### src/design/bze_pkg.sv
`default_nettype none

package bze_pkg;

	localparam int CNT_W = 19;
	localparam int LEN_W = 19;

	typedef struct packed {
		logic [7:0] data_byte;
		logic       end_of_input;
	} in_item_t;

	typedef struct packed {
		logic [7:0]       out_byte;
		logic             is_last;
		logic [1:0]       status;
		logic [7:0]       code_version;
		logic [LEN_W-1:0] total_length;
	} out_item_t;

	typedef enum logic [2:0] {
		PH_SEARCH,
		PH_SKIP,
		PH_HEADER,
		PH_COPY,
		PH_DONE
	} phase_t;

	localparam logic [1:0] ST_DATA     = 2'd0;
	localparam logic [1:0] ST_NOMARKER = 2'd1;
	localparam logic [1:0] ST_SHORT    = 2'd2;

	localparam logic [7:0] CHAR_Z = 8'h5A;
	localparam logic [7:0] CHAR_C = 8'h43;
	localparam logic [7:0] CHAR_O = 8'h4F;
	localparam logic [7:0] CHAR_D = 8'h44;

	localparam logic [CNT_W-1:0] CNT_SKIP_LAST = CNT_W'(3);
	localparam logic [CNT_W-1:0] CNT_VERSION   = CNT_W'(0);
	localparam logic [CNT_W-1:0] CNT_LEN_HI    = CNT_W'(26);
	localparam logic [CNT_W-1:0] CNT_LEN_LO    = CNT_W'(27);
	localparam logic [LEN_W-1:0] LEN_HDR       = LEN_W'(28);

	function automatic logic [7:0] marker_char(input logic [1:0] idx);
		logic [7:0] c;
		case (idx)
			2'd0: c = CHAR_Z;
			2'd1: c = CHAR_C;
			2'd2: c = CHAR_O;
			default: c = CHAR_D;
		endcase
		return c;
	endfunction

	// versions 1-3 scale by 2, 6-127 by 8, all others by 4
	function automatic logic [LEN_W-1:0] scale_length(input logic [7:0] ver,
			input logic [15:0] word);
		logic [LEN_W-1:0] w;
		w = LEN_W'(word);
		if (ver >= 8'd1 && ver <= 8'd3) begin
			return w << 1;
		end else if (ver >= 8'd6 && ver <= 8'd127) begin
			return w << 3;
		end else begin
			return w << 2;
		end
	endfunction

endpackage

`default_nettype wire

### src/design/bze_in_reg.sv
`default_nettype none

module bze_in_reg
	import bze_pkg::*;
(
	input  wire logic     clk,
	input  wire logic     arst_n,
	input  wire logic     load,
	input  wire logic     adv,
	input  wire in_item_t d,
	output in_item_t      item_s1,
	output logic          valid_s1
);

	always_ff @(posedge clk or negedge arst_n) begin
		if (!arst_n) begin
			valid_s1 <= 1'b0;
		end else if (load) begin
			valid_s1 <= 1'b1;
		end else if (adv) begin
			valid_s1 <= 1'b0;
		end
	end

	// payload: hold until the next transfer in
	always_ff @(posedge clk) begin
		if (load) begin
			item_s1 <= d;
		end
	end

endmodule

`default_nettype wire

### src/design/bze_parse.sv
`default_nettype none

module bze_parse
	import bze_pkg::*;
(
	input  wire logic     clk,
	input  wire logic     arst_n,
	input  wire logic     adv,
	input  wire in_item_t item,
	output out_item_t     res,
	output logic          has_res,
	output logic          done
);

	phase_t           phase_q, phase_d;
	logic [1:0]       match_q, match_d;
	logic [CNT_W-1:0] cnt_q, cnt_d;
	logic [7:0]       ver_q, ver_d;
	logic [7:0]       hi_q, hi_d;
	logic [LEN_W-1:0] len_q, len_d;

	logic [7:0] b;
	logic       eoi;

	assign b    = item.data_byte;
	assign eoi  = item.end_of_input;
	assign done = (phase_q == PH_DONE);

	// next state
	always_comb begin
		phase_d = phase_q;
		match_d = match_q;
		cnt_d   = cnt_q;
		ver_d   = ver_q;
		hi_d    = hi_q;
		len_d   = len_q;
		if (phase_q != PH_DONE) begin
			if (eoi) begin
				phase_d = PH_DONE;
			end else begin
				case (phase_q)
					PH_SEARCH: begin
						if (b == marker_char(match_q)) begin
							if (match_q == 2'd3) begin
								match_d = 2'd0;
								cnt_d   = '0;
								phase_d = PH_SKIP;
							end else begin
								match_d = match_q + 2'd1;
							end
						end else begin
							match_d = (b == CHAR_Z) ? 2'd1 : 2'd0;
						end
					end
					PH_SKIP: begin
						if (cnt_q == CNT_SKIP_LAST) begin
							cnt_d   = '0;
							phase_d = PH_HEADER;
						end else begin
							cnt_d = cnt_q + CNT_W'(1);
						end
					end
					PH_HEADER: begin
						if (cnt_q == CNT_VERSION) begin
							ver_d = b;
						end
						if (cnt_q == CNT_LEN_HI) begin
							hi_d = b;
						end
						cnt_d = cnt_q + CNT_W'(1);
						if (cnt_q == CNT_LEN_LO) begin
							len_d   = scale_length(ver_q, {hi_q, b});
							phase_d = (len_d <= LEN_HDR) ? PH_DONE : PH_COPY;
						end
					end
					PH_COPY: begin
						cnt_d = cnt_q + CNT_W'(1);
						if (LEN_W'(cnt_d) >= len_q) begin
							phase_d = PH_DONE;
						end
					end
					default: begin
						phase_d = PH_DONE;
					end
				endcase
			end
		end
	end

	// result
	always_comb begin
		res.out_byte     = 8'd0;
		res.is_last      = 1'b0;
		res.status       = ST_DATA;
		res.code_version = ver_d;
		res.total_length = len_d;
		has_res          = 1'b0;
		if (phase_q != PH_DONE) begin
			if (eoi) begin
				has_res    = 1'b1;
				res.status = (phase_q == PH_SEARCH) ? ST_NOMARKER : ST_SHORT;
			end else if (phase_q == PH_HEADER || phase_q == PH_COPY) begin
				has_res      = 1'b1;
				res.out_byte = b;
				res.is_last  = (phase_d == PH_DONE);
			end
		end
	end

	always_ff @(posedge clk or negedge arst_n) begin
		if (!arst_n) begin
			phase_q <= PH_SEARCH;
			match_q <= 2'd0;
			cnt_q   <= '0;
			ver_q   <= 8'd0;
			hi_q    <= 8'd0;
			len_q   <= '0;
		end else if (adv) begin
			phase_q <= phase_d;
			match_q <= match_d;
			cnt_q   <= cnt_d;
			ver_q   <= ver_d;
			hi_q    <= hi_d;
			len_q   <= len_d;
		end
	end

endmodule

`default_nettype wire

### src/design/blorb_zcode_extractor_top.sv
// Code image extractor for a container byte stream.
// Input channel (byte_valid / byte_stall / byte_item): one container byte per
// transfer, or an end-of-input item. Output channel (code_valid / code_stall /
// code_item): extracted bytes with last flag, or a single error status.
// The block scans for the chunk marker, skips the four length bytes, emits the
// 28 header bytes and then the body until the scaled length is reached.
// Each result passes through two registers, the input register and then the
// result register, and is offered on code_valid from the result register.
// Throughput: one byte per cycle while code_stall is low; the limit is the
// single state update per byte in the parse stage.
// Bytes that give no result (search, skip) are consumed without output.
// A stalled receiver holds the result register; one more input byte is taken
// into the input register, then byte_stall rises until the output drains.
// Reset (arst_n low) clears both valid flags and returns to the marker search
// with version and length at zero. After the last byte or an error status the
// block accepts and drops all further input.
`default_nettype none

module blorb_zcode_extractor_top
	import bze_pkg::*;
(
	input  wire logic     clk,
	input  wire logic     arst_n,
	input  wire logic     byte_valid,
	output logic          byte_stall,
	input  wire in_item_t byte_item,
	output logic          code_valid,
	input  wire logic     code_stall,
	output out_item_t     code_item
);

	in_item_t  item_s1;
	logic      valid_s1;
	logic      load;
	logic      adv;
	out_item_t res;
	logic      has_res;
	logic      done;
	logic      code_valid_q;
	out_item_t code_item_q;

	// advance the input stage when the result register is free or draining
	assign adv        = valid_s1 && (!code_valid_q || !code_stall);
	assign byte_stall = valid_s1 && !adv;
	assign load       = byte_valid && !byte_stall;

	bze_in_reg u_in_reg (
		.clk      (clk),
		.arst_n   (arst_n),
		.load     (load),
		.adv      (adv),
		.d        (byte_item),
		.item_s1  (item_s1),
		.valid_s1 (valid_s1)
	);

	bze_parse u_parse (
		.clk     (clk),
		.arst_n  (arst_n),
		.adv     (adv),
		.item    (item_s1),
		.res     (res),
		.has_res (has_res),
		.done    (done)
	);

	// result register: load on advance, drop after the transfer out
	always_ff @(posedge clk or negedge arst_n) begin
		if (!arst_n) begin
			code_valid_q <= 1'b0;
		end else if (adv) begin
			code_valid_q <= has_res;
		end else if (!code_stall) begin
			code_valid_q <= 1'b0;
		end
	end

	always_ff @(posedge clk) begin
		if (adv) begin
			code_item_q <= res;
		end
	end

	assign code_valid = code_valid_q;
	assign code_item  = code_item_q;

`ifndef NO_ASSERTIONS
	a_done_silent: assert property (@(posedge clk) disable iff (!arst_n)
		adv && done |-> !has_res)
		else $error("result produced after extraction finished");

	a_last_ends: assert property (@(posedge clk) disable iff (!arst_n)
		adv && has_res && (res.is_last || res.status != ST_DATA) |=> done)
		else $error("parser not finished after last byte or error");

	a_err_clean: assert property (@(posedge clk) disable iff (!arst_n)
		code_valid && code_item.status != ST_DATA
		|-> !code_item.is_last && code_item.out_byte == 8'd0)
		else $error("error result carries data");

	a_stall_full: assert property (@(posedge clk) disable iff (!arst_n)
		!valid_s1 |-> !byte_stall)
		else $error("input stalled with empty input stage");
`endif

endmodule

`default_nettype wire
### config.mk
export PLATFORM = sky130hd
export DESIGN_NAME = blorb_zcode_extractor_top
export DESIGN_NICKNAME = d
export VERILOG_FILES = /design/src/design/bze_pkg.sv /design/src/design/bze_in_reg.sv /design/src/design/bze_parse.sv /design/src/design/blorb_zcode_extractor_top.sv
export SDC_FILE = /design/constraint.sdc
export NUM_CORES = 1
export LEC_CHECK = 0
export BUFFER_PORTS_ARGS = -buffer_cell sky130_fd_sc_hd__clkbuf_2
export CORE_UTILIZATION = 55
export DETAILED_ROUTE_END_ITERATION = 8
export PLACE_DENSITY = 0.75
export SLEW_MARGIN = 20
export SYNTH_ARGS = -nofsm -noshare
export SYNTH_HDL_FRONTEND = slang
export SYNTH_SLANG_ARGS = --single-unit
### constraint.sdc
create_clock -name clk -period 9.7 [get_ports clk]
set_input_delay 0.97 -clock clk [delete_from_list [all_inputs] [get_ports clk]]
set_output_delay 0.97 -clock clk [all_outputs]
set_load 0.01 [all_outputs]
==> reports/qor.csv <==
metric,value,unit
slew-limit-headroom,31.5,%
fmax,293,MHz
rsz0062_at_grt,false,
cts_sinks,108,
path_class,reg -> reg,
p_leak,0.00299,uW
cts_root_buf,clkbuf_8,
synth.distinct_cells,60,
fp-row-count,37,
drt_pass1_iterations,4,
r2r_end,u_parse.phase_q[2],
ys_warn_count,0,
ctsResizeCount,0,
period_minus_slack,3410,ps
drive_gt1_share,21.2,%
switchingPower,185,uW
antenna_found_initial,0,
synth_edf_count,47,
nets,633,
combPwrFrac,5.0,%
cts_max_path_buffers,2,
synthMuxAreaShare,7.88,%
synth_top_family_by_area,simple AND/OR/NAND/NOR gates,
clkSlewWorstSetupHoldPaths,100,ps
synth_area_leaders,"dfrtp_1 (26%), edfxtp_1 (24%), mux2_2 (7.5%), ha_1 (5.2%), nand2_1 (3.6%)",
p_seq_share,59.3,%
ir_worst_vdd,0.000106,V
r2r_start,u_parse.cnt_q[2],
path_max_fanout,7,
arrival,3670,ps
grt_pass1_vias,4291,
min_to,u_parse.len_q[14],
grt_pass1_wl,21400,microns
grt_max_degree,69,
power_density,129,nW/um^2
start_util,57.3,%
grt_overflow,0,
finalPower,842,uW
netlist_area,5970,sq um
async_flop_share,56.5,%
r2r_cells,12,
postCtsSetupRepairBufs,0,
synth_largest_area_cell,dfrtp_1,
clock_power_share,35.7,%
ant_nets,0,
hp-start,u_parse.len_q[14],
synth_xor_area_share,3.08,%
wl_per_cell,17.6,microns
drt-total-wl,12900,microns
worst_pin_slew,1020,ps
hpwl,9150,microns
syn_avg_cell_area,10.6,sq um
cp-start-kind,flop,
chipWidth,106,microns
portBuffers,52,
drtIter0Drc,246,
via_per_inst,6.01,
gp_congestion,0.875,
final_hold_viol_count,0,
drv_cap,0,
utilization,62.5,%
drc,0,
holdWs,518,ps
grt_usage,24.6,%
hold_class,reg -> reg,
num_vias,4422,
cts.htree.levels,3,
cp_cell_sequence,nand3_1 > or3_1 > nor2_1 > and3_1 > xor2_1 > ha_1 > a21o_1 > a21oi_1 > o21ai_0 > a31oi_1 > o21ai_0 > a221o_1,
numCtsBuffers,9,
p_sw_share,22.0,%
clock_latency,380,ps
diodes,0,
cts_tree,built,
synth_nets,600,
finalMaxSlewViolations,0,
setup_viol,0,
cts-hold-fix-buffers,0,
status,finished clean,
synthTopCellsByCount,"dfrtp_1 (61), nand2_1 (58), edfxtp_1 (47)",
synth_compound_area_share,14.2,%
synth-simple-area-share,15.6,%
crit_path_frequent_cell,o21ai_0,
synthAdderAreaFrac,5.24,%
seq_area_frac_synth,49.2,%
fin_worst_skew,10.8,ps
required,9960,ps
ys_ff_latch,108,
fin_setup_tns,0,ps
yosysMostFrequentCell,dfrtp_1,
dieArea,11300,sq um
slowest_delay,540,ps
area_delta_synth_final,9.08,%
synth_ff_type,dfrtp_1,
path_buf_inv,0,
reg2reg_slack,6290,ps
hold_depth,1,
period_share,35.2,%
slowest_stage,or3_1,
cp-end-kind,flop,
crit_family,simple AND/OR/NAND/NOR gates,
synth_top_area_share,25.6,%
synthCells,562,
die_h,106,microns
core-area,10400,sq um
internal_power,657,uW
num_io_pins,53,
placed cells by master (no fill, tap or decap), types with 4 or more instances in the layout:
cell / count
mux2_2: 40
nand2_1: 58
nand4_1: 7
and2_1: 11
buf_4: 4
edfxtp_1: 47
a21oi_1: 17
a311oi_1: 7
nor3_1: 11
and3_1: 8
o21ai_0: 21
clkbuf_8: 10
and4_1: 4
a311o_1: 6
clkbuf_2: 52
ha_1: 25
xnor2_1: 6
dfrtp_1: 61
a22o_1: 11
a211oi_1: 4
or3_1: 7
a31oi_1: 7
xor2_1: 15
nand3_1: 15
o21bai_1: 6
nor2_1: 35
a21o_1: 15
inv_1: 33
nor4_1: 8
nand2b_1: 6
per-stage QoR:
step / cell area (sq um) / cells / setup slack, ps
2_1_floorplan: 5970 / 562 / 6590
3_3_place_gp: 6270 / 719 / 6420
3_5_place_dp: 6270 / 719 / 6320
4_1_cts: 6490 / 735 / 6300
5_1_grt: 6510 / 736 / 6050
6_report: 6510 / 736 / 6290
area by class of cell:
type / instances / area, sq um
multi-input cells: 385 / 2750
fillers: 846 / 3910
inverters: 34 / 128
repair buffers: 57 / 305
flip-flops and latches: 108 / 2940
well taps: 136 / 170
clock buffers: 12 / 145
clock inverters: 4 / 73.8
per-layer routing:
metal,vias up,GRT usage (%),share of wire (%)
li1,2104,-,-
met1,2171,34.2,45
met2,125,39.1,49
met3,22,4.29,4.4
met4,0,8.13,1.9
met5,-,0,0
sequential cells by signal, summed over array words and instances, names as in the netlist:
name,cells
u_in_reg.valid_s1,1
u_parse.len_q,19
u_parse.ver_q,8
u_in_reg.item_s1,9
u_parse.phase_q,3
u_parse.hi_q,8
code_item,38
code_valid,1
u_parse.cnt_q,19
u_parse.match_q,2
cells by family (layout without fill, tap and decap cells):
logic type,after synthesis,in the layout
XOR/XNOR,21,21
buffers and inverters,69,107
flip-flops,108,108
adder cells (fa/ha/maj),25,25
AND/OR/NAND/NOR,184,184
multiplexers,42,42
AO/OA/AOI/OAI,113,113
power groups by stage:
stage	logic [uW]	registers, uW	clock network (uW)
floorplan	23.3	507	0
global placement	41.9	509	0
detailed placement	42.8	509	0
CTS	43.0	500	305
global route	47.5	501	321
finish	42.3	500	300
worst max-delay path by stage:
stage	startpoint	endpoint	cells after the start
after floorplan	u_parse.cnt_q[3]	u_parse.phase_q[2]	14
after global placement	u_parse.cnt_q[2]	u_parse.phase_q[2]	12
after detailed placement	u_parse.cnt_q[2]	u_parse.phase_q[2]	12
after CTS	u_parse.cnt_q[2]	u_parse.phase_q[2]	12
after global routing	u_parse.cnt_q[2]	u_parse.phase_q[2]	12
final	u_parse.cnt_q[2]	u_parse.phase_q[2]	12
No activity file was read; power rests on OpenSTA's default activity.
